===== config.mk =====
export PLATFORM = sky130hd
export DESIGN_NAME = pd_drive_with_slew_limit
export DESIGN_NICKNAME = d
export VERILOG_FILES = /design/src/design/pdsl_pkg.sv /design/src/design/pd_drive_with_slew_limit.sv
export SDC_FILE = /design/constraint.sdc
export NUM_CORES = 2
export LEC_CHECK = 0
export BUFFER_PORTS_ARGS = -buffer_cell sky130_fd_sc_hd__clkbuf_2
export CAP_MARGIN = 0
export CORE_MARGIN = 1
export CORE_UTILIZATION = 50
export DETAILED_ROUTE_END_ITERATION = 10
export HOLD_SLACK_MARGIN = 0.1
export PLACE_DENSITY_LB_ADDON = 0.1
export SYNTH_ARGS = -nofsm -noshare
export SYNTH_HDL_FRONTEND = slang
export SYNTH_SLANG_ARGS = --single-unit
export TNS_END_PERCENT = 5

===== constraint.sdc =====
create_clock -name clk -period 15.5 [get_ports clk]
set_input_delay 1.55 -clock clk [delete_from_list [all_inputs] [get_ports clk]]
set_output_delay 1.55 -clock clk [all_outputs]
set_load 0.02 [all_outputs]

===== src/design/pdsl_pkg.sv =====
// pdsl_pkg: shared types and constants for the pd drive controller
// payload structs, sequencer state enum, default parameter values
// no dependencies
package pdsl_pkg;

  localparam int unsigned POS_W      = 24;
  localparam int unsigned DRV_W      = 12;
  localparam int unsigned GAIN_W     = 10;
  localparam int unsigned SLANT_W    = 11;
  localparam int unsigned CFG_IDX_W  = 3;
  localparam int unsigned CFG_DATA_W = 24;

  localparam int unsigned SPEEDUP_STEP_DEF    = 9;
  localparam int unsigned DECEL_STEP_DEF      = 256;
  localparam int unsigned STILL_THRESHOLD_DEF = 3;

  localparam logic [CFG_IDX_W-1:0] REG_DRIVE_MODE     = 3'd0;
  localparam logic [CFG_IDX_W-1:0] REG_TARGET         = 3'd1;
  localparam logic [CFG_IDX_W-1:0] REG_GAIN_P         = 3'd2;
  localparam logic [CFG_IDX_W-1:0] REG_GAIN_D         = 3'd3;
  localparam logic [CFG_IDX_W-1:0] REG_MAX_SPEED      = 3'd4;
  localparam logic [CFG_IDX_W-1:0] REG_SLANT          = 3'd5;
  localparam logic [CFG_IDX_W-1:0] REG_TURN_SCALE_POS = 3'd6;
  localparam logic [CFG_IDX_W-1:0] REG_TURN_SCALE_NEG = 3'd7;

  typedef struct packed {
    logic signed [POS_W-1:0] left_position;
    logic signed [POS_W-1:0] right_position;
  } in_item_t;

  typedef struct packed {
    logic signed [DRV_W-1:0] left_drive;
    logic signed [DRV_W-1:0] right_drive;
    logic                    moving;
  } out_item_t;

  typedef enum logic [3:0] {
    S_IDLE,
    S_PREP,
    S_SCALE,
    S_SP,
    S_ERR,
    S_MULP,
    S_DER,
    S_MULD,
    S_QUOT,
    S_CLAMP,
    S_REQ,
    S_SLEW
  } seq_state_t;

endpackage


===== src/design/pd_drive_with_slew_limit.sv =====
// pd_drive_with_slew_limit: pd controller with per-side slew limiting
// and a stall detector; uses pdsl_pkg for payload types and the state enum
// single module, bit-serial multiplier over the 10-bit gain operands
//
// One input transaction is one control tick carrying both encoder positions;
// it yields exactly one output transaction with the two slew limited drive
// commands and the moving flag. The block works on one tick at a time: from
// acceptance to the result register, a tick runs through the shift-add
// multiplier that handles one gain bit per cycle, for the proportional and
// derivative products, preceded in turn mode by the turn target scaling and
// its rounding divide; the sequencer returns to idle, where the next tick can
// be accepted, as the result register loads. The result register holds one
// finished tick, so the next tick is taken while a result still waits; that
// tick then holds in its last step until the result register frees up.
// Configuration writes are always accepted (cfg_ready is tied high) and must
// only be issued while no tick is in flight.
module pd_drive_with_slew_limit #(
  parameter int unsigned SPEEDUP_STEP    = pdsl_pkg::SPEEDUP_STEP_DEF,
  parameter int unsigned DECEL_STEP      = pdsl_pkg::DECEL_STEP_DEF,
  parameter int unsigned STILL_THRESHOLD = pdsl_pkg::STILL_THRESHOLD_DEF
) (
  input  logic                                 clk,
  input  logic                                 rst,
  input  logic                                 in_valid,
  output logic                                 in_ready,
  input  pdsl_pkg::in_item_t                   in_data,
  output logic                                 out_valid,
  input  logic                                 out_ready,
  output pdsl_pkg::out_item_t                  out_data,
  input  logic                                 cfg_valid,
  output logic                                 cfg_ready,
  input  logic [pdsl_pkg::CFG_IDX_W-1:0]       cfg_index,
  input  logic [pdsl_pkg::CFG_DATA_W-1:0]      cfg_data
);

  localparam int unsigned POS_W  = pdsl_pkg::POS_W;
  localparam int unsigned DRV_W  = pdsl_pkg::DRV_W;
  localparam int unsigned GAIN_W = pdsl_pkg::GAIN_W;
  localparam int unsigned ERR_W  = 27;           // error, both modes
  localparam int unsigned DER_W  = ERR_W + 1;    // derivative term
  localparam int unsigned ACC_W  = 40;           // product accumulator
  localparam int unsigned Q_W    = ACC_W - 8;    // accumulator over 256
  localparam int unsigned SPD_W  = 11;           // clamped pd output
  localparam int unsigned REQ_W  = DRV_W + 1;    // side request
  localparam int unsigned SLW_W  = DRV_W + 2;    // slew arithmetic
  localparam int unsigned CNT_W  = 4;
  localparam int unsigned DIF_W  = POS_W + 1;

  // ---------------------------------------------------------------
  // configuration registers
  // ---------------------------------------------------------------
  logic                          drive_mode;
  logic signed [POS_W-1:0]       target;
  logic [GAIN_W-1:0]             gain_p;
  logic [GAIN_W-1:0]             gain_d;
  logic [GAIN_W-1:0]             max_speed;
  logic signed [pdsl_pkg::SLANT_W-1:0] slant;
  logic [GAIN_W-1:0]             turn_scale_pos;
  logic [GAIN_W-1:0]             turn_scale_neg;

  assign cfg_ready = 1'b1;

  always_ff @(posedge clk) begin
    if (rst) begin
      drive_mode     <= 1'b1;
      target         <= '0;
      gain_p         <= GAIN_W'(77);
      gain_d         <= GAIN_W'(128);
      max_speed      <= GAIN_W'(200);
      slant          <= '0;
      turn_scale_pos <= GAIN_W'(602);
      turn_scale_neg <= GAIN_W'(589);
    end else if (cfg_valid && cfg_ready) begin
      case (cfg_index)
        pdsl_pkg::REG_DRIVE_MODE:     drive_mode     <= cfg_data[0];
        pdsl_pkg::REG_TARGET:         target         <= cfg_data[POS_W-1:0];
        pdsl_pkg::REG_GAIN_P:         gain_p         <= cfg_data[GAIN_W-1:0];
        pdsl_pkg::REG_GAIN_D:         gain_d         <= cfg_data[GAIN_W-1:0];
        pdsl_pkg::REG_MAX_SPEED:      max_speed      <= cfg_data[GAIN_W-1:0];
        pdsl_pkg::REG_SLANT:          slant          <= cfg_data[pdsl_pkg::SLANT_W-1:0];
        pdsl_pkg::REG_TURN_SCALE_POS: turn_scale_pos <= cfg_data[GAIN_W-1:0];
        pdsl_pkg::REG_TURN_SCALE_NEG: turn_scale_neg <= cfg_data[GAIN_W-1:0];
        default: ;
      endcase
    end
  end

  // ---------------------------------------------------------------
  // datapath registers
  // ---------------------------------------------------------------
  pdsl_pkg::seq_state_t state, state_next;

  logic signed [POS_W-1:0]  lp, rp;          // latched positions
  logic signed [DIF_W-1:0]  sv;              // turn measured value
  logic [POS_W-1:0]         travel;
  logic signed [ERR_W-1:0]  sp;              // scaled turn setpoint
  logic signed [ERR_W-1:0]  err;
  logic signed [ACC_W-1:0]  acc;             // shift-add accumulator
  logic signed [ACC_W-1:0]  mcand;           // multiplicand, shifts left
  logic [GAIN_W-1:0]        mplier;          // multiplier, shifts right
  logic [CNT_W-1:0]         cnt;             // bit counter
  logic signed [Q_W-1:0]    quot;
  logic signed [SPD_W-1:0]  spd;
  logic signed [REQ_W-1:0]  lreq, rreq;

  // control state
  logic signed [ERR_W-1:0]  previous_error;
  logic signed [ERR_W-1:0]  turn_previous_error;
  logic signed [DRV_W-1:0]  left_speed, right_speed;
  logic [2:0]               still_count;
  logic [POS_W-1:0]         last_travel;
  logic signed [POS_W-1:0]  last_goal;

  // ---------------------------------------------------------------
  // combinational helpers
  // ---------------------------------------------------------------
  logic signed [DIF_W-1:0]  pos_diff;
  logic [POS_W-1:0]         abs_l, abs_r;
  logic [POS_W:0]           abs_sum;
  logic signed [ACC_W-1:0]  acc_bias;
  logic signed [ERR_W-1:0]  err_drive;
  logic signed [DER_W-1:0]  der;
  logic signed [Q_W-1:0]    lim_pos, lim_neg;
  logic signed [SLW_W-1:0]  l_next, r_next;
  logic signed [DIF_W-1:0]  trav_diff;
  logic [DIF_W-1:0]         trav_abs;
  logic                     still_tick;
  logic [2:0]               still_next;
  logic                     mul_last;
  logic                     out_free;

  // tick travel and turn measured value (truncated halves)
  assign pos_diff = DIF_W'(rp) - DIF_W'(lp);
  assign abs_l    = lp[POS_W-1] ? POS_W'(-lp) : POS_W'(lp);
  assign abs_r    = rp[POS_W-1] ? POS_W'(-rp) : POS_W'(rp);
  assign abs_sum  = {1'b0, abs_l} + {1'b0, abs_r};

  // divide by 256 toward zero
  assign acc_bias = acc + (acc[ACC_W-1] ? ACC_W'(255) : ACC_W'(0));

  assign err_drive = ERR_W'(target) - ERR_W'(lp);
  assign der = drive_mode ? (DER_W'(err) - DER_W'(previous_error))
                          : (DER_W'(err) - DER_W'(turn_previous_error));

  assign lim_pos = Q_W'(max_speed);
  assign lim_neg = -Q_W'(max_speed);

  assign mul_last = (cnt == CNT_W'(GAIN_W - 1));

  // slew toward the request, accelerating or decelerating step
  function automatic logic signed [SLW_W-1:0] slew_fn(
    input logic signed [DRV_W-1:0] cur,
    input logic signed [REQ_W-1:0] req
  );
    logic signed [SLW_W-1:0] c, r, a_c, a_r, stp;
    c   = SLW_W'(cur);
    r   = SLW_W'(req);
    a_c = c[SLW_W-1] ? -c : c;
    a_r = r[SLW_W-1] ? -r : r;
    stp = (a_c < a_r) ? SLW_W'(SPEEDUP_STEP) : SLW_W'(DECEL_STEP);
    if (r > c + stp) begin
      slew_fn = c + stp;
    end else if (r < c - stp) begin
      slew_fn = c - stp;
    end else begin
      slew_fn = r;
    end
  endfunction

  assign l_next = slew_fn(left_speed, lreq);
  assign r_next = slew_fn(right_speed, rreq);

  // stall detector: small travel change counts a still tick
  assign trav_diff  = DIF_W'(last_travel) - DIF_W'(travel);
  assign trav_abs   = trav_diff[DIF_W-1] ? DIF_W'(-trav_diff) : DIF_W'(trav_diff);
  assign still_tick = (trav_abs < DIF_W'(STILL_THRESHOLD));

  always_comb begin
    if (still_tick) begin
      still_next = (still_count < 3'd5) ? still_count + 3'd1 : still_count;
    end else begin
      still_next = '0;
    end
    if (target != last_goal) begin
      still_next = '0;
    end
  end

  assign out_free = !out_valid || out_ready;
  assign in_ready = (state == pdsl_pkg::S_IDLE);

  // ---------------------------------------------------------------
  // sequencer
  // ---------------------------------------------------------------
  always_ff @(posedge clk) begin
    if (rst) begin
      state <= pdsl_pkg::S_IDLE;
    end else begin
      state <= state_next;
    end
  end

  always_comb begin
    state_next = state;
    case (state)
      pdsl_pkg::S_IDLE:  if (in_valid) state_next = pdsl_pkg::S_PREP;
      pdsl_pkg::S_PREP:  state_next = drive_mode ? pdsl_pkg::S_ERR : pdsl_pkg::S_SCALE;
      pdsl_pkg::S_SCALE: if (mul_last) state_next = pdsl_pkg::S_SP;
      pdsl_pkg::S_SP:    state_next = pdsl_pkg::S_ERR;
      pdsl_pkg::S_ERR:   state_next = pdsl_pkg::S_MULP;
      pdsl_pkg::S_MULP:  if (mul_last) state_next = pdsl_pkg::S_DER;
      pdsl_pkg::S_DER:   state_next = pdsl_pkg::S_MULD;
      pdsl_pkg::S_MULD:  if (mul_last) state_next = pdsl_pkg::S_QUOT;
      pdsl_pkg::S_QUOT:  state_next = pdsl_pkg::S_CLAMP;
      pdsl_pkg::S_CLAMP: state_next = pdsl_pkg::S_REQ;
      pdsl_pkg::S_REQ:   state_next = pdsl_pkg::S_SLEW;
      pdsl_pkg::S_SLEW:  if (out_free) state_next = pdsl_pkg::S_IDLE;
      default:           state_next = pdsl_pkg::S_IDLE;
    endcase
  end

  // datapath, no reset needed
  always_ff @(posedge clk) begin
    case (state)
      pdsl_pkg::S_IDLE: begin
        if (in_valid) begin
          lp <= in_data.left_position;
          rp <= in_data.right_position;
        end
      end
      pdsl_pkg::S_PREP: begin
        sv     <= (pos_diff + signed'(DIF_W'(pos_diff[DIF_W-1]))) >>> 1;
        travel <= abs_sum[POS_W:1];
        acc    <= '0;
        mcand  <= ACC_W'(target);
        mplier <= (target > 0) ? turn_scale_pos : turn_scale_neg;
        cnt    <= '0;
      end
      pdsl_pkg::S_SCALE, pdsl_pkg::S_MULP, pdsl_pkg::S_MULD: begin
        if (mplier[0]) acc <= acc + mcand;
        mcand  <= mcand <<< 1;
        mplier <= mplier >> 1;
        cnt    <= cnt + CNT_W'(1);
      end
      pdsl_pkg::S_SP: begin
        sp <= ERR_W'(acc_bias >>> 8);
      end
      pdsl_pkg::S_ERR: begin
        err    <= drive_mode ? err_drive : ERR_W'(sp - ERR_W'(sv));
        mcand  <= drive_mode ? ACC_W'(err_drive) : ACC_W'(sp - ERR_W'(sv));
        mplier <= gain_p;
        acc    <= '0;
        cnt    <= '0;
      end
      pdsl_pkg::S_DER: begin
        mcand  <= ACC_W'(der);
        mplier <= gain_d;
        cnt    <= '0;
      end
      pdsl_pkg::S_QUOT: begin
        quot <= Q_W'(acc_bias >>> 8);
      end
      pdsl_pkg::S_CLAMP: begin
        if (quot > lim_pos) begin
          spd <= SPD_W'(lim_pos);
        end else if (quot < lim_neg) begin
          spd <= SPD_W'(lim_neg);
        end else begin
          spd <= SPD_W'(quot);
        end
      end
      pdsl_pkg::S_REQ: begin
        if (drive_mode) begin
          lreq <= REQ_W'(spd) - REQ_W'(slant);
          rreq <= REQ_W'(spd) + REQ_W'(slant);
        end else begin
          lreq <= -REQ_W'(spd);
          rreq <= REQ_W'(spd);
        end
      end
      default: ;
    endcase
  end

  // control state and the result register
  always_ff @(posedge clk) begin
    if (rst) begin
      previous_error      <= '0;
      turn_previous_error <= '0;
      left_speed          <= '0;
      right_speed         <= '0;
      still_count         <= '0;
      last_travel         <= '0;
      last_goal           <= '0;
      out_valid           <= 1'b0;
    end else begin
      // each mode keeps its own previous error
      if (state == pdsl_pkg::S_DER) begin
        if (drive_mode) previous_error <= err;
        else turn_previous_error <= err;
      end
      if (state == pdsl_pkg::S_SLEW && out_free) begin
        left_speed  <= DRV_W'(l_next);
        right_speed <= DRV_W'(r_next);
        still_count <= still_next;
        last_travel <= travel;
        last_goal   <= target;
        out_valid   <= 1'b1;
      end else if (out_valid && out_ready) begin
        out_valid   <= 1'b0;
      end
    end
  end

  always_ff @(posedge clk) begin
    if (state == pdsl_pkg::S_SLEW && out_free) begin
      out_data.left_drive  <= DRV_W'(l_next);
      out_data.right_drive <= DRV_W'(r_next);
      out_data.moving      <= !(still_next > 3'd4);
    end
  end

  // ---------------------------------------------------------------
  // assertions
  // ---------------------------------------------------------------
  a_still_sat: assert property (@(posedge clk) disable iff (rst)
    still_count <= 3'd5)
    else $error("still count beyond saturation");

  a_speed_range: assert property (@(posedge clk) disable iff (rst)
    left_speed != -(DRV_W'(1) <<< (DRV_W - 1)) &&
    right_speed != -(DRV_W'(1) <<< (DRV_W - 1)))
    else $error("drive command out of range");

  a_mul_count: assert property (@(posedge clk) disable iff (rst)
    (state == pdsl_pkg::S_MULP || state == pdsl_pkg::S_MULD ||
     state == pdsl_pkg::S_SCALE) |-> cnt < CNT_W'(GAIN_W))
    else $error("multiplier ran past gain width");

  a_accept_busy: assert property (@(posedge clk) disable iff (rst)
    (in_valid && in_ready) |=> state == pdsl_pkg::S_PREP)
    else $error("accepted tick not started");

endmodule

==> metrics.log <==
[metrics] detailed-placement wirelength estimate: 81,600 um
[metrics] biggest fanout along the worst timing path: 35
[metrics] IO Count: 108
[metrics] detailed-route DRC error count: 0
[metrics] Post-CTS Setup Bufs: 0
[metrics] most used flip-flop cell after synthesis: sky130_fd_sc_hd__edfxtp_1
[metrics] CTS resizes: 0
[metrics] final total negative setup slack: 0 ns
[metrics] required time reported for the critical path endpoint: 15.99 ns
[metrics] sequential cell area: 14,500 um2
[metrics] final routed wirelength across all metal layers: 108,000 um
[metrics] clock network latency to the later pin of the worst-skew pair: 0.62 ns
[metrics] H-tree lvl count: 3
[metrics] clock tree skew after final layout: 0.0194 ns
[metrics] tightest slew margin relative to the limit: 0.183
[metrics] Rows: 101
[metrics] average detailed-routed wire length per instance: 19.7 um
[metrics] critical path launch point type: flip-flop
[metrics] root buffer cell: sky130_fd_sc_hd__clkbuf_16
[metrics] Hold Crit Depth: 2
[metrics] MaxCap Viol Count: 0
[metrics] leakage power total: 17.5 nW
[metrics] total chip power: 6.13 mW
[metrics] gr usage total: 0.272
[metrics] vias in the first global route: 29,000
[metrics] worst r2r src: lreq[0]
[metrics] via total after detailed routing: 31,500
[metrics] number of buffers inserted by hold repair at cts: 0
[metrics] count of clock tree sinks: 556
[metrics] fin. max-slew vios: 0
[metrics] origin of the worst min-delay path: turn_previous_error[0]
[metrics] met3 wire length: 6990 um
[metrics] Die Height: 280 um
[metrics] Power Dens Cells: 144 nW/um2
[metrics] Min Hold Slack: 0.452 ns
[metrics] GP Congestion: 0.931
[metrics] pin count of the biggest net entering global routing: 131
[metrics] period utilization: 0.501
[metrics] slowest cell on the critical path: sky130_fd_sc_hd__nand2_1
[metrics] number of enable-type register cells in the synthesized netlist: 336
[metrics] Worst Max-Slew Pin Slew: 1.21 ns
[metrics] Arr. time, crit path: 8.25 ns
[metrics] post-layout net count: 4,823
[metrics] total CTS buffers: 67
[metrics] maximum clock frequency: 0.129 GHz
[metrics] Vias/cell: 5.77
[metrics] hold worst-path end: turn_previous_error[0]
[metrics] dominant cell type by count on the critical path: sky130_fd_sc_hd__a21o_1
[metrics] port bufs: 106
[metrics] unrepaired setup endpoints after global routing: no
[metrics] core outline area: 76,300 um2
[metrics] Syn Area/Cell: 8.99 um2
[metrics] number of search-and-repair iterations in the first detailed-routing pass: 8
[metrics] highest routing layer actually used: met4
[metrics] run status: completed
[metrics] first-pass GRT wire length: 166,000 um
[metrics] Critical R2R Capture: right_speed[1]
[metrics] Clock Path Buffers: 3
[metrics] synthesis-to-layout area growth: 9.84%
[metrics] yosys warns: 0
[metrics] initial antenna violation count: 0
[metrics] share of flip-flops with an asynchronous set or reset after synthesis: 0
[metrics] Worst path max stage delay: 0.74 ns
[metrics] post-layout minimum cycle time: 7.76 ns
[metrics] number of synthesized register bits: 556
[metrics] Gate Count Post-Synth: 4,309
[metrics] proportion of layout cells with a drive suffix above 1: 0.0751
[metrics] met1 WL: 51,200 um
[metrics] critical path class: reg2reg
[metrics] area occupied by multi-input gates: 22,800 um2
[metrics] TritonCTS clock tree: built
[metrics] portion of the post-synthesis area used by sequential elements: 0.374
[metrics] distinct cell type count after synthesis: 95
[metrics] horizontal die dimension: 280 um
[metrics] number of antenna cells inserted: 0
[metrics] critical path capture point type: flip-flop
[metrics] reg-to-reg setup timing slack: 7.74 ns
[metrics] Reg2Reg Depth: 32
[metrics] GR Overflow Total: 0
[metrics] metal2 WL: 46,800 um
[metrics] worst hold path type: reg2reg
[metrics] post-route ant nets: 0
[metrics] die outline area: 78,600 um2
[metrics] final non-filler cell area: 42,600 um2
[metrics] cell area reported after detailed placement: 40,300 um2
[metrics] Hold Fails Final Rpt: 0
[metrics] post-synth design cell area: 38,700 um2
[metrics] share of the core filled with cells: 0.558
[metrics] Worst IR Drop VDD: 0.137 mV
[metrics] 1st-iter DRT viols: 2,658
[metrics] Setup Viol. Count Final: 0
[metrics] initial cell density of the core: 0.508
[metrics] CTS clk-pin slew, worst paths: 0.06 ns
[metrics] # fillers: 7,061
through the flow:
stage	setup slack, ns	cells
2_1_floorplan	7.40	4315
3_3_place_gp	7.85	5328
3_5_place_dp	7.82	5328
4_1_cts	7.80	5452
5_1_grt	7.16	5452
6_report	7.74	5452
layout make-up:
type	instances	area share
multi-input cells	3363	0.536
repair buffers	153	0.0209
well taps	1030	0.0303
clock buffers	93	0.0451
clock inverters	31	0.00714
inverters	226	0.0200
flip-flops and latches	556	0.341
synthesized netlist by cell type (38+ instances only):
cell | count | share of area
sky130_fd_sc_hd__dfxtp_1 | 220 | 0.11
sky130_fd_sc_hd__nor4_1 | 42 | 0.0068
sky130_fd_sc_hd__a21oi_1 | 389 | 0.050
sky130_fd_sc_hd__nor2_1 | 279 | 0.027
sky130_fd_sc_hd__nor3_1 | 92 | 0.012
sky130_fd_sc_hd__a21o_1 | 133 | 0.026
sky130_fd_sc_hd__ha_1 | 367 | 0.12
sky130_fd_sc_hd__and3_1 | 40 | 0.0065
sky130_fd_sc_hd__clkbuf_1 | 141 | 0.014
sky130_fd_sc_hd__edfxtp_1 | 336 | 0.26
sky130_fd_sc_hd__inv_1 | 224 | 0.022
sky130_fd_sc_hd__o21a_1 | 58 | 0.011
sky130_fd_sc_hd__o21ai_0 | 211 | 0.027
sky130_fd_sc_hd__xor2_1 | 123 | 0.028
sky130_fd_sc_hd__nor2b_1 | 73 | 0.012
sky130_fd_sc_hd__nand2b_1 | 46 | 0.0074
sky130_fd_sc_hd__mux2i_1 | 84 | 0.022
sky130_fd_sc_hd__xnor2_1 | 244 | 0.055
sky130_fd_sc_hd__nand4_1 | 38 | 0.0061
sky130_fd_sc_hd__nand2_1 | 557 | 0.054
sky130_fd_sc_hd__o31ai_1 | 43 | 0.0083
sky130_fd_sc_hd__nand3_1 | 87 | 0.011
critical path, delay by kind of cell, from the launching register on:
family / cells / cell delay [ns]
AOI/OAI and AO/OA: 20 / 3.63
xor gates and xnor gates: 1 / 0.23
adders and majority gates: 5 / 1.29
buffers and inverters: 1 / 0.29
DFF: 1 / 0.50
muxes: 2 / 0.58
and+or+nand+nor: 3 / 1.10
sequential cells by signal, summed over array words and instances, names as in the netlist, 11 cells and up:
name                 count
previous_error          27
out_data                25
turn_previous_error     27
rp                      24
right_speed             12
last_goal               24
sp                      27
travel                  24
lreq                    13
rreq                    11
left_speed              12
slant                   11
target                  24
acc                     40
quot                    32
lp                      24
err                     27
sv                      24
last_travel             24
mcand                   40
spd                     11
report_power, final:
part	switching, mW	total, mW	internal (mW)
sequential	0.225	2.18	1.95
clock	0.653	1.59	0.942
combinational	1.42	2.36	0.941
cell families after synthesis:
family / synth area share
adder cells (fa/ha/maj): 0.123
AND/OR/NAND/NOR: 0.169
XOR/XNOR: 0.0845
other: 0.000194
AO/OA/AOI/OAI: 0.186
flip-flops: 0.374
multiplexers: 0.0237
buffers and inverters: 0.0389
per-layer routing:
layer,vias to the layer above,global-route usage
li1,15700,-
met1,14800,0.397
met2,882,0.416
met3,131,0.0385
met4,0,0.0747
met5,-,0
worst max-delay path by stage:
stage | start | to | slack [ns]
6_report | lreq[0] | right_speed[1] | 7.74
5_1_grt | lreq[0] | right_speed[1] | 7.16
4_1_cts | lreq[0] | right_speed[1] | 7.80
3_5_place_dp | lreq[0] | right_speed[1] | 7.82
3_3_place_gp | lreq[0] | right_speed[1] | 7.85
2_1_floorplan | state[3] | mcand[0] | 7.40
cell usage in the layout, fill, tap and decap left out, types with 26 or more instances in the layout:
master,n
sky130_fd_sc_hd__nand2b_1,45
sky130_fd_sc_hd__a31oi_1,34
sky130_fd_sc_hd__a21oi_1,389
sky130_fd_sc_hd__xor2_1,123
sky130_fd_sc_hd__nor4_1,42
sky130_fd_sc_hd__o31ai_1,43
sky130_fd_sc_hd__xnor2_1,244
sky130_fd_sc_hd__a21o_1,133
sky130_fd_sc_hd__nand3_1,87
sky130_fd_sc_hd__clkbuf_2,106
sky130_fd_sc_hd__mux2i_1,84
sky130_fd_sc_hd__nor3_1,92
sky130_fd_sc_hd__clkbuf_16,71
sky130_fd_sc_hd__edfxtp_1,336
sky130_fd_sc_hd__nand2_1,556
sky130_fd_sc_hd__and3_1,40
sky130_fd_sc_hd__inv_1,224
sky130_fd_sc_hd__nor2b_1,73
sky130_fd_sc_hd__a211oi_1,28
sky130_fd_sc_hd__o21a_1,58
sky130_fd_sc_hd__dfxtp_1,219
sky130_fd_sc_hd__ha_1,367
sky130_fd_sc_hd__or3_1,32
sky130_fd_sc_hd__o211ai_1,26
sky130_fd_sc_hd__buf_4,47
sky130_fd_sc_hd__o21ai_0,211
sky130_fd_sc_hd__nor2_1,273
sky130_fd_sc_hd__nand4_1,38
Power figures use the tool's default switching activity.
